## config.mk

```make
export PLATFORM = sky130hd
export DESIGN_NAME = pwm_freq_duty_averager_unit
export DESIGN_NICKNAME = d
export VERILOG_FILES = /design/src/rtl/pfda_pkg.sv /design/src/rtl/pfda_div.sv /design/src/rtl/pwm_freq_duty_averager_unit.sv
export SDC_FILE = /design/constraint.sdc
export NUM_CORES = 1
export LEC_CHECK = 0
export ABC_AREA = 1
export BUFFER_PORTS_ARGS = -buffer_cell sky130_fd_sc_hd__buf_4
export CORE_MARGIN = 4
export CORE_UTILIZATION = 40
export DETAILED_ROUTE_END_ITERATION = 10
export PLACE_DENSITY = 0.66
export SLEW_MARGIN = 10
export SYNTH_ARGS = -nofsm -noshare
export SYNTH_HDL_FRONTEND = slang
export SYNTH_SLANG_ARGS = --single-unit
```

## constraint.sdc

```tcl
create_clock -name i_clk -period 8.4 [get_ports i_clk]
set_input_delay 0.42 -clock i_clk [delete_from_list [all_inputs] [get_ports i_clk]]
set_output_delay 0.42 -clock i_clk [all_outputs]
set_load 0.01 [all_outputs]
```

## src/rtl/pfda_pkg.sv

```systemverilog
// ----------------------------------------------------------------------------
// pfda_pkg
// Shared widths, constants and divider handshake types for the PWM
// frequency and duty averager.
// ----------------------------------------------------------------------------
package pfda_pkg;

    localparam int RAW_W   = 32;
    localparam int HIGH_W  = RAW_W + 1;
    localparam int PER_W   = RAW_W + 2;
    localparam int CLK_W   = 30;
    localparam logic [CLK_W-1:0] CLK_RESET = 30'd150000000;

    // Divider geometry: remainder as wide as the largest divisor (the period).
    localparam int REM_W   = PER_W;
    localparam int NUM_W   = 37;
    localparam int STEP_W  = 6;

    // Quotient widths of the two results.
    localparam int FREQ_Q  = 37;
    localparam int DUTY_Q  = 23;
    localparam int PAIRS_W = 10;

    localparam int H100_W  = HIGH_W + 7;
    localparam int IN_TDATA_W  = 2 * RAW_W;
    localparam int OUT_TDATA_W = 72;

    typedef struct packed {
        logic              start;
        logic [STEP_W-1:0] steps;
        logic [REM_W-1:0]  rem;
        logic [NUM_W-1:0]  num;
        logic [REM_W-1:0]  div;
    } t_div_req;

    typedef struct packed {
        logic             busy;
        logic             done;
        logic [NUM_W-1:0] quot;
    } t_div_rsp;

endpackage

```

## src/rtl/pfda_div.sv

```systemverilog
// ----------------------------------------------------------------------------
// pfda_div
// Shared restoring divider, one quotient bit per cycle. The remainder is
// preloaded with the numerator bits above the quotient, which must be
// smaller than the divisor; the remaining bits shift in MSB first.
// ----------------------------------------------------------------------------
module pfda_div
    import pfda_pkg::*;
(
    input  logic     i_clk,
    input  logic     i_rst_n,
    input  t_div_req i_req,
    output t_div_rsp o_rsp
);

    logic [REM_W-1:0]  r_rem;
    logic [NUM_W-1:0]  r_num;
    logic [NUM_W-1:0]  r_quot;
    logic [REM_W-1:0]  r_div;
    logic [STEP_W-1:0] r_cnt;
    logic              r_busy;
    logic              r_done;

    logic [REM_W+1:0]  w_trial;
    logic              w_ge;
    logic [REM_W-1:0]  n_rem;

    always_comb begin
        w_trial = {1'b0, r_rem, r_num[NUM_W-1]} - {2'b00, r_div};
        w_ge    = ~w_trial[REM_W+1];
        n_rem   = w_ge ? w_trial[REM_W-1:0] : {r_rem[REM_W-2:0], r_num[NUM_W-1]};
    end

    always_ff @(posedge i_clk) begin
        if (!i_rst_n) begin
            r_busy <= 1'b0;
            r_done <= 1'b0;
            r_cnt  <= '0;
        end else begin
            // Done pulses for one cycle after the final quotient bit.
            r_done <= !i_req.start && r_busy && (r_cnt == STEP_W'(1));
            if (i_req.start) begin
                r_rem  <= i_req.rem;
                r_num  <= i_req.num;
                r_div  <= i_req.div;
                r_quot <= '0;
                r_cnt  <= i_req.steps;
                r_busy <= 1'b1;
            end else if (r_busy) begin
                r_rem  <= n_rem;
                r_num  <= {r_num[NUM_W-2:0], 1'b0};
                r_quot <= {r_quot[NUM_W-2:0], w_ge};
                r_cnt  <= r_cnt - 1'b1;
                if (r_cnt == STEP_W'(1)) begin
                    r_busy <= 1'b0;
                end
            end
        end
    end

    assign o_rsp.busy = r_busy;
    assign o_rsp.done = r_done;
    assign o_rsp.quot = r_quot;

endmodule

```

## src/rtl/pwm_freq_duty_averager_unit.sv

```systemverilog
// ----------------------------------------------------------------------------
// pwm_freq_duty_averager_unit
// Averages frequency and duty over runs of captured PWM high/low pairs.
// ----------------------------------------------------------------------------
// Each accepted beat is one raw capture pair. A pair with a nonzero period,
// taken while fewer than MAX_PAIRS pairs are counted, runs two divisions on
// the shared one-bit-per-cycle divider: 37 steps for the frequency and 23 for
// the duty. A skipped pair runs no division. If any pair is counted, the beat
// marked tlast adds two more divisions of the sums by the count (37 and 23
// steps) before its result is loaded into the output register. The divider is
// the only arithmetic loop, and s_axis_tready is high only while the sequencer
// is idle; a result may wait in the output register while the next pair is
// already being worked.
// ----------------------------------------------------------------------------
module pwm_freq_duty_averager_unit
    import pfda_pkg::*;
#(
    parameter int MAX_PAIRS = 512
) (
    input  logic                   i_clk,
    input  logic                   i_rst_n,
    input  logic                   i_cfg_we,
    input  logic [CLK_W-1:0]       i_cfg_wdata,     // system_clock_hz
    input  logic                   s_axis_tvalid,
    output logic                   s_axis_tready,
    input  logic [IN_TDATA_W-1:0]  s_axis_tdata,    // high_count_raw, low_count_raw
    input  logic                   s_axis_tlast,    // last_pair
    output logic                   m_axis_tvalid,
    input  logic                   m_axis_tready,
    output logic [OUT_TDATA_W-1:0] m_axis_tdata,    // avg_freq_q8, avg_duty_q16,
                                                    // pairs_counted, zero fill
    output logic                   m_axis_tuser     // no_cycles
);

    localparam int CW  = $clog2(MAX_PAIRS + 1);
    localparam int FSW = FREQ_Q + CW;
    localparam int DSW = DUTY_Q + CW;
    localparam logic [CW-1:0] MAX_CNT = CW'(MAX_PAIRS);

    typedef enum logic [2:0] {
        S_IDLE,
        S_PREP,
        S_DIV_GO,
        S_DIV_WAIT,
        S_OUT
    } t_state;

    typedef enum logic [1:0] {
        OP_FREQ,
        OP_DUTY,
        OP_AVG_FREQ,
        OP_AVG_DUTY
    } t_op;

    t_state               r_state;
    t_op                  r_op;
    logic [CLK_W-1:0]     r_clk_hz;
    logic [HIGH_W-1:0]    r_high;
    logic [PER_W-1:0]     r_period;
    logic                 r_last;
    logic [FSW-1:0]       r_freq_sum;
    logic [DSW-1:0]       r_duty_sum;
    logic [CW-1:0]        r_count;
    logic [FREQ_Q-1:0]    r_avg_freq;
    logic                 r_out_valid;
    logic [OUT_TDATA_W-1:0] r_out_data;
    logic                 r_out_user;

    logic [PER_W-1:0]     w_period;
    logic [H100_W-1:0]    w_h100;
    logic [PAIRS_W+CW-1:0] w_cnt_ext;
    logic                 w_out_load;
    t_div_req             w_req;
    t_div_rsp             w_rsp;

    // Cycle counts are twice the complemented raw words.
    assign w_period = {1'b0, ~s_axis_tdata[RAW_W-1:0], 1'b0}
                    + {1'b0, ~s_axis_tdata[2*RAW_W-1:RAW_W], 1'b0};

    // high * 100 as three shifted terms (64 + 32 + 4).
    assign w_h100 = {1'b0, r_high, 6'b0} + {2'b0, r_high, 5'b0} + {5'b0, r_high, 2'b0};

    assign w_cnt_ext = {{PAIRS_W{1'b0}}, r_count};

    // The output register takes a new beat when it is empty or being drained.
    assign w_out_load = (r_state == S_OUT) && (!r_out_valid || m_axis_tready);

    always_comb begin
        w_req.start = (r_state == S_DIV_GO);
        case (r_op)
            OP_FREQ: begin
                w_req.steps = STEP_W'(FREQ_Q);
                w_req.rem   = {{(REM_W-1){1'b0}}, r_clk_hz[CLK_W-1]};
                w_req.num   = {r_clk_hz[CLK_W-2:0], 8'b0};
                w_req.div   = r_period;
            end
            OP_DUTY: begin
                // Numerator is high * 100 * 65536; quotient fits in 23 bits.
                w_req.steps = STEP_W'(DUTY_Q);
                w_req.rem   = REM_W'(w_h100[H100_W-1:7]);
                w_req.num   = {w_h100[6:0], 30'b0};
                w_req.div   = r_period;
            end
            OP_AVG_FREQ: begin
                w_req.steps = STEP_W'(FREQ_Q);
                w_req.rem   = {{(REM_W-CW){1'b0}}, r_freq_sum[FSW-1 -: CW]};
                w_req.num   = r_freq_sum[FREQ_Q-1:0];
                w_req.div   = {{(REM_W-CW){1'b0}}, r_count};
            end
            default: begin
                w_req.steps = STEP_W'(DUTY_Q);
                w_req.rem   = {{(REM_W-CW){1'b0}}, r_duty_sum[DSW-1 -: CW]};
                w_req.num   = {r_duty_sum[DUTY_Q-1:0], 14'b0};
                w_req.div   = {{(REM_W-CW){1'b0}}, r_count};
            end
        endcase
    end

    pfda_div u_div (
        .i_clk   (i_clk),
        .i_rst_n (i_rst_n),
        .i_req   (w_req),
        .o_rsp   (w_rsp)
    );

    always_ff @(posedge i_clk) begin
        if (!i_rst_n) begin
            r_state     <= S_IDLE;
            r_op        <= OP_FREQ;
            r_clk_hz    <= CLK_RESET;
            r_freq_sum  <= '0;
            r_duty_sum  <= '0;
            r_count     <= '0;
            r_out_valid <= 1'b0;
        end else begin
            if (i_cfg_we) begin
                r_clk_hz <= i_cfg_wdata;
            end
            if (w_out_load) begin
                r_out_valid <= 1'b1;
            end else if (r_out_valid && m_axis_tready) begin
                r_out_valid <= 1'b0;
            end
            case (r_state)
                S_IDLE: begin
                    if (s_axis_tvalid) begin
                        r_high   <= {~s_axis_tdata[RAW_W-1:0], 1'b0};
                        r_period <= w_period;
                        r_last   <= s_axis_tlast;
                        r_state  <= S_PREP;
                    end
                end
                S_PREP: begin
                    if (r_period != '0 && r_count < MAX_CNT) begin
                        r_op    <= OP_FREQ;
                        r_state <= S_DIV_GO;
                    end else if (!r_last) begin
                        r_state <= S_IDLE;
                    end else if (r_count == '0) begin
                        r_state <= S_OUT;
                    end else begin
                        r_op    <= OP_AVG_FREQ;
                        r_state <= S_DIV_GO;
                    end
                end
                S_DIV_GO: begin
                    r_state <= S_DIV_WAIT;
                end
                S_DIV_WAIT: begin
                    if (w_rsp.done) begin
                        case (r_op)
                            OP_FREQ: begin
                                r_freq_sum <= r_freq_sum + FSW'(w_rsp.quot);
                                r_op       <= OP_DUTY;
                                r_state    <= S_DIV_GO;
                            end
                            OP_DUTY: begin
                                r_duty_sum <= r_duty_sum + DSW'(w_rsp.quot[DUTY_Q-1:0]);
                                r_count    <= r_count + 1'b1;
                                if (r_last) begin
                                    r_op    <= OP_AVG_FREQ;
                                    r_state <= S_DIV_GO;
                                end else begin
                                    r_state <= S_IDLE;
                                end
                            end
                            OP_AVG_FREQ: begin
                                r_avg_freq <= w_rsp.quot[FREQ_Q-1:0];
                                r_op       <= OP_AVG_DUTY;
                                r_state    <= S_DIV_GO;
                            end
                            default: begin
                                r_state <= S_OUT;
                            end
                        endcase
                    end
                end
                S_OUT: begin
                    // The duty average still sits in the divider's quotient.
                    if (w_out_load) begin
                        if (r_count == '0) begin
                            r_out_data <= '0;
                            r_out_user <= 1'b1;
                        end else begin
                            r_out_data <= {2'b00, w_cnt_ext[PAIRS_W-1:0],
                                           w_rsp.quot[DUTY_Q-1:0], r_avg_freq};
                            r_out_user <= 1'b0;
                        end
                        r_freq_sum <= '0;
                        r_duty_sum <= '0;
                        r_count    <= '0;
                        r_state    <= S_IDLE;
                    end
                end
                default: begin
                    r_state <= S_IDLE;
                end
            endcase
        end
    end

    assign s_axis_tready = (r_state == S_IDLE);
    assign m_axis_tvalid = r_out_valid;
    assign m_axis_tdata  = r_out_data;
    assign m_axis_tuser  = r_out_user;

    a_idle_div_quiet: assert property (@(posedge i_clk) disable iff (!i_rst_n)
        s_axis_tready |-> !w_rsp.busy)
        else $error("divider busy while the sequencer is idle");

    a_count_limit: assert property (@(posedge i_clk) disable iff (!i_rst_n)
        r_count <= MAX_CNT)
        else $error("pair count beyond limit");

    a_done_in_wait: assert property (@(posedge i_clk) disable iff (!i_rst_n)
        w_rsp.done |-> r_state == S_DIV_WAIT)
        else $error("divider finished outside its wait state");

    a_no_cycles_zero: assert property (@(posedge i_clk) disable iff (!i_rst_n)
        (m_axis_tvalid && m_axis_tuser) |-> m_axis_tdata == '0)
        else $error("no-cycles beat carries nonzero averages");

endmodule

```

==> metrics.txt <==
# TYPE chip_impl_metric gauge
chip_impl_metric{name="worst_skew_pair.late_latency",unit="ps"} 610
chip_impl_metric{name="grt_antenna_before_repair",unit=""} 0
chip_impl_metric{name="holdPathStages",unit=""} 3
chip_impl_metric{name="dieWidth",unit="µm"} 282
chip_impl_metric{name="syn-cell-area",unit="mm²"} 0.0300
chip_impl_metric{name="pnr_total_power",unit="µW"} 6560
chip_impl_metric{name="route.detailed.drc",unit=""} 0
chip_impl_info{name="min_from",value="i_cfg_wdata[12]"} 1
chip_impl_metric{name="viasPerCell",unit=""} 5.22
chip_impl_metric{name="grt_usage",unit="%"} 22.8
chip_impl_metric{name="hold_viol_final",unit=""} 0
chip_impl_metric{name="clock_skew",unit="ps"} 32.0
chip_impl_metric{name="worst_r2r_path_depth",unit=""} 16
chip_impl_metric{name="clock-sinks",unit=""} 450
chip_impl_metric{name="ios",unit=""} 175
chip_impl_metric{name="clk_pin_slew_worst_paths",unit="ps"} 70
chip_impl_metric{name="yosys.area_share.simple",unit="%"} 27.8
chip_impl_metric{name="final-setup-viol-count",unit=""} 0
chip_impl_metric{name="initial_standard_cell_utilization_of_the_core",unit="%"} 40.3
chip_impl_metric{name="cts_max_path_buffers",unit=""} 3
chip_impl_metric{name="synth_seq_cells",unit=""} 450
chip_impl_metric{name="final_net_count",unit=""} 4407
chip_impl_info{name="startpoint_type_of_the_worst_setup_path",value="flop"} 1
chip_impl_metric{name="numCtsBuffers",unit=""} 47
chip_impl_metric{name="drt_first_iter_violations",unit=""} 2684
chip_impl_metric{name="drtPass1Iterations",unit=""} 6
chip_impl_metric{name="post-synth-top-area-fraction",unit="%"} 31.7
chip_impl_metric{name="route.detailed.wl_per_inst",unit="µm"} 18.2
chip_impl_metric{name="antenna_cells_inserted",unit=""} 0
chip_impl_metric{name="yosys-mux-area-fraction",unit="%"} 0
chip_impl_metric{name="dp.cells",unit=""} 5023
chip_impl_info{name="hold_class",value="in -> reg"} 1
chip_impl_metric{name="via_count",unit=""} 26700
chip_impl_metric{name="clock_period_minus_worst_slack",unit="ps"} 3400
chip_impl_metric{name="chip_height",unit="µm"} 282
chip_impl_info{name="synth.top_cells.by_area",value="sky130_fd_sc_hd__edfxtp_1 (32%), sky130_fd_sc_hd__nand2_1 (13%), sky130_fd_sc_hd__dfxtp_1 (9.0%), sky130_fd_sc_hd__inv_1 (7.2%), sky130_fd_sc_hd__ha_1 (7.1%)"} 1
chip_impl_metric{name="floorplan.die_area",unit="mm²"} 0.0793
chip_impl_info{name="clock_tree_from_tritoncts",value="done"} 1
chip_impl_metric{name="fraction_of_final_layout_cells_with_drive_strength_greater_than_1",unit="%"} 8.79
chip_impl_info{name="cts.root.buffer_cell",value="sky130_fd_sc_hd__clkbuf_16"} 1
chip_impl_metric{name="max_freq",unit="GHz"} 0.294
chip_impl_metric{name="timing_max_transition_violations_final",unit=""} 0
chip_impl_metric{name="critical_path.max_fanout",unit=""} 4
chip_impl_info{name="r2r-end",value="u_div.r_rem[22]$_DFFE_PP_"} 1
chip_impl_info{name="timing.hold.worst_endpoint",value="r_clk_hz[12]$_SDFFE_PN1P_"} 1
chip_impl_metric{name="fillerInstances",unit=""} 7500
chip_impl_info{name="unrepaired_setup_endpoints_after_global_routing",value="false"} 1
chip_impl_info{name="status",value="finished, final reports clean"} 1
chip_impl_metric{name="stdcell_count",unit=""} 5112
chip_impl_metric{name="cap_viol_max_count",unit=""} 0
chip_impl_metric{name="post_synth_fa_ha_maj_area_fraction",unit="%"} 9.31
chip_impl_metric{name="cts_repair_resize_count",unit=""} 0
chip_impl_metric{name="placement_rows",unit=""} 100
chip_impl_metric{name="netlist-cell-type-count",unit=""} 64
chip_impl_info{name="end_kind",value="flop"} 1
chip_impl_metric{name="power_per_cell_area",unit="mW/mm²"} 194
chip_impl_metric{name="synth-seq-area-share",unit="%"} 40.6
chip_impl_metric{name="dp_hpwl",unit="µm"} 72900
chip_impl_metric{name="fin_worst_hold_slack",unit="ps"} 33.4
chip_impl_metric{name="portBuffers",unit=""} 172
chip_impl_metric{name="slew_at_the_pin_closest_to_its_max_slew_limit",unit="ps"} 1120
chip_impl_metric{name="synth_compound_area_share",unit="%"} 11.5
chip_impl_metric{name="detail-route-antenna-nets",unit=""} 0
chip_impl_metric{name="leakage",unit="µW"} 0.0154
chip_impl_metric{name="layout_worst_path_cycle_share",unit="%"} 40.5
chip_impl_metric{name="layout-area-overhead-vs-synth",unit="%"} 12.9
chip_impl_info{name="r2r_start",value="r_high[5]$_DFFE_PP_"} 1
chip_impl_metric{name="vdd.ir_drop.worst",unit="mV"} 0.134
chip_impl_metric{name="r2r_setup_slack",unit="ps"} 5000
chip_impl_metric{name="routed_wl",unit="µm"} 93000
chip_impl_metric{name="arrival",unit="ps"} 3760
chip_impl_metric{name="clock_tree.htree_level_count",unit=""} 2
chip_impl_metric{name="grt_max_degree",unit=""} 72
chip_impl_metric{name="core_region_area",unit="mm²"} 0.0743
chip_impl_metric{name="slew-limit-headroom",unit="%"} 24.5
chip_impl_metric{name="yosys_warnings",unit=""} 0
chip_impl_metric{name="setup_total_negative_slack",unit="ps"} 0
chip_impl_info{name="main_combinational_cell_family_by_area_after_synthesis",value="simple AND/OR/NAND/NOR gates"} 1
chip_impl_metric{name="place.gp.congestion",unit=""} 0.962
chip_impl_info{name="critical_path_type",value="reg -> reg"} 1
chip_impl_metric{name="synth_xor_area_share",unit="%"} 1.61
chip_impl_metric{name="synth_cells",unit=""} 3961
chip_impl_metric{name="grt_overflow",unit=""} 0
chip_impl_metric{name="number_of_post_cts_setup_repair_buffers",unit=""} 0
chip_impl_metric{name="syn_area_per_cell",unit="µm²"} 7.56
chip_impl_metric{name="cp.required",unit="ps"} 8760
chip_impl_metric{name="via_count_of_the_first_global_routing_pass",unit=""} 25100
chip_impl_info{name="synth_area_leader_cell",value="sky130_fd_sc_hd__edfxtp_1"} 1
chip_impl_metric{name="grt_pass1_wl",unit="µm"} 141000
-- repair_timing --
action / 4_1_cts / 5_1_grt
hold endpoints to repair: 1 / 0
hold buffers: 1 / 0
setup endpoints to repair: 0 / 0
-- layout by cell type (no fill, tap or decap), drive strengths merged, types with 10 or more instances in the layout --
master  count
dfxtp     134
a221oi     22
xnor2      26
nand2    1061
inv       586
bufinv     10
edfxtp    316
o211ai     13
nand4      52
nor3       46
o31ai      19
o21bai     14
clkbuf     58
nand3b     30
a21oi     305
xor2       29
a22o       12
buf       190
or2        28
clkinv     15
o21ai     175
ha        170
nand3     237
o21a       12
nor2      490
fa         33
nor4       11
-- power breakdown --
| part | switching, µW | internal, µW |
|---|---|---|
| Sequential | 108 | 2550 |
| Clock | 945 | 1360 |
| Combinational | 1070 | 518 |
| Total | 2130 | 4430 |
-- cell families (layout without fill, tap and decap cells) --
logic type      Yosys count  in the layout
simple gates           1962           1962
flops                   450            450
other cells               1              2
xor+xnor                 55             55
buf+inv                 685            866
compound gates          605            605
fa+ha+maj               203            203
-- area by class of cell --
| cell class | count | area [µm²] | area share, % |
|---|---|---|---|
| well taps | 969 | 1210 | 3.58 |
| multi-input cells | 2827 | 15100 | 44.6 |
| clock buffers | 58 | 1220 | 3.60 |
| clock inverters | 30 | 485 | 1.43 |
| flip-flops and latches | 450 | 12200 | 36.0 |
| inverters | 587 | 2220 | 6.56 |
| repair buffers | 191 | 1440 | 4.25 |
-- stage by stage --
stage               area, µm²  setup WS [ps]  utilization [%]
floorplan               30000            502                -
global placement        32100           5090             43.2
detailed placement      32100           5010             43.2
CTS                     33800           5010             45.5
global route            33800           4680             45.5
finish                  33800           5000             45.5
-- flip-flops by register name, summed over array words and instances (netlist names), 2 cells and up --
signal	flops
r_period	33
u_div.r_cnt	6
r_clk_hz	30
r_avg_freq	37
r_state	3
r_high	32
r_count	10
r_op	2
r_duty_sum	33
r_freq_sum	47
m_axis_tdata	70
u_div.r_div	34
u_div.r_quot	37
u_div.r_rem	34
u_div.r_num	37
-- metal layers --
metal / vias up / track usage [%] / routed length (µm)
met1: 12400 / 33.7 / 43900
li1: 13300 / - / -
met3: 113 / 4.01 / 6900
met4: 0 / 4.98 / 1960
met5: - / 0 / 0
met2: 834 / 35.2 / 40300
-- synthesized netlist by cell type, drive strengths merged --
cell / n
nand2: 1061
inv: 585
nor2: 490
edfxtp: 316
a21oi: 305
nand3: 237
o21ai: 175
ha: 170
dfxtp: 134
clkbuf: 53
nand4: 52
nor3: 46
buf: 45
fa: 33
nand3b: 30
xor2: 29
or2: 28
xnor2: 26
a221oi: 22
o31ai: 19
o21bai: 14
o211ai: 13
a22o: 12
o21a: 12
nor4: 11
a21o: 8
a31oi: 7
o32ai: 5
and2: 4
o22ai: 4
a21boi: 3
a41oi: 3
a211oi: 2
clkinv: 2
nand2b: 2
and3: 1
conb: 1
o2111ai: 1
-- worst max-delay path by stage --
stage | slack, ps | cells after the start | to | startpoint
after detailed placement | 5010 | 16 | u_div.r_rem[30]$_DFFE_PP_ | r_high[5]$_DFFE_PP_
after CTS | 5010 | 16 | u_div.r_rem[30]$_DFFE_PP_ | r_high[5]$_DFFE_PP_
after global routing | 4680 | 16 | u_div.r_rem[30]$_DFFE_PP_ | r_high[1]$_DFFE_PP_
after floorplan | 500 | 4 | r_high[10]$_DFFE_PP_ | i_rst_n
after global placement | 5090 | 16 | u_div.r_rem[30]$_DFFE_PP_ | r_high[5]$_DFFE_PP_
final | 5000 | 16 | u_div.r_rem[22]$_DFFE_PP_ | r_high[5]$_DFFE_PP_
-- worst max-delay path: stages (launching register included) --
cell and delay (ps):
sky130_fd_sc_hd__edfxtp_1 480, sky130_fd_sc_hd__fa_1 530, sky130_fd_sc_hd__ha_1 200, sky130_fd_sc_hd__inv_1 80, sky130_fd_sc_hd__fa_1 400, sky130_fd_sc_hd__inv_1 110, sky130_fd_sc_hd__nand2_1 70, sky130_fd_sc_hd__o21ai_0 440
sky130_fd_sc_hd__nand2_1 100, sky130_fd_sc_hd__nand2_1 140, sky130_fd_sc_hd__nand3_1 80, sky130_fd_sc_hd__nand2_1 180, sky130_fd_sc_hd__nand2_1 110, sky130_fd_sc_hd__nand2_1 90, sky130_fd_sc_hd__nand2_1 50, sky130_fd_sc_hd__nand3_1 70
sky130_fd_sc_hd__nand2_1 50
Power figures use the tool's default switching activity.
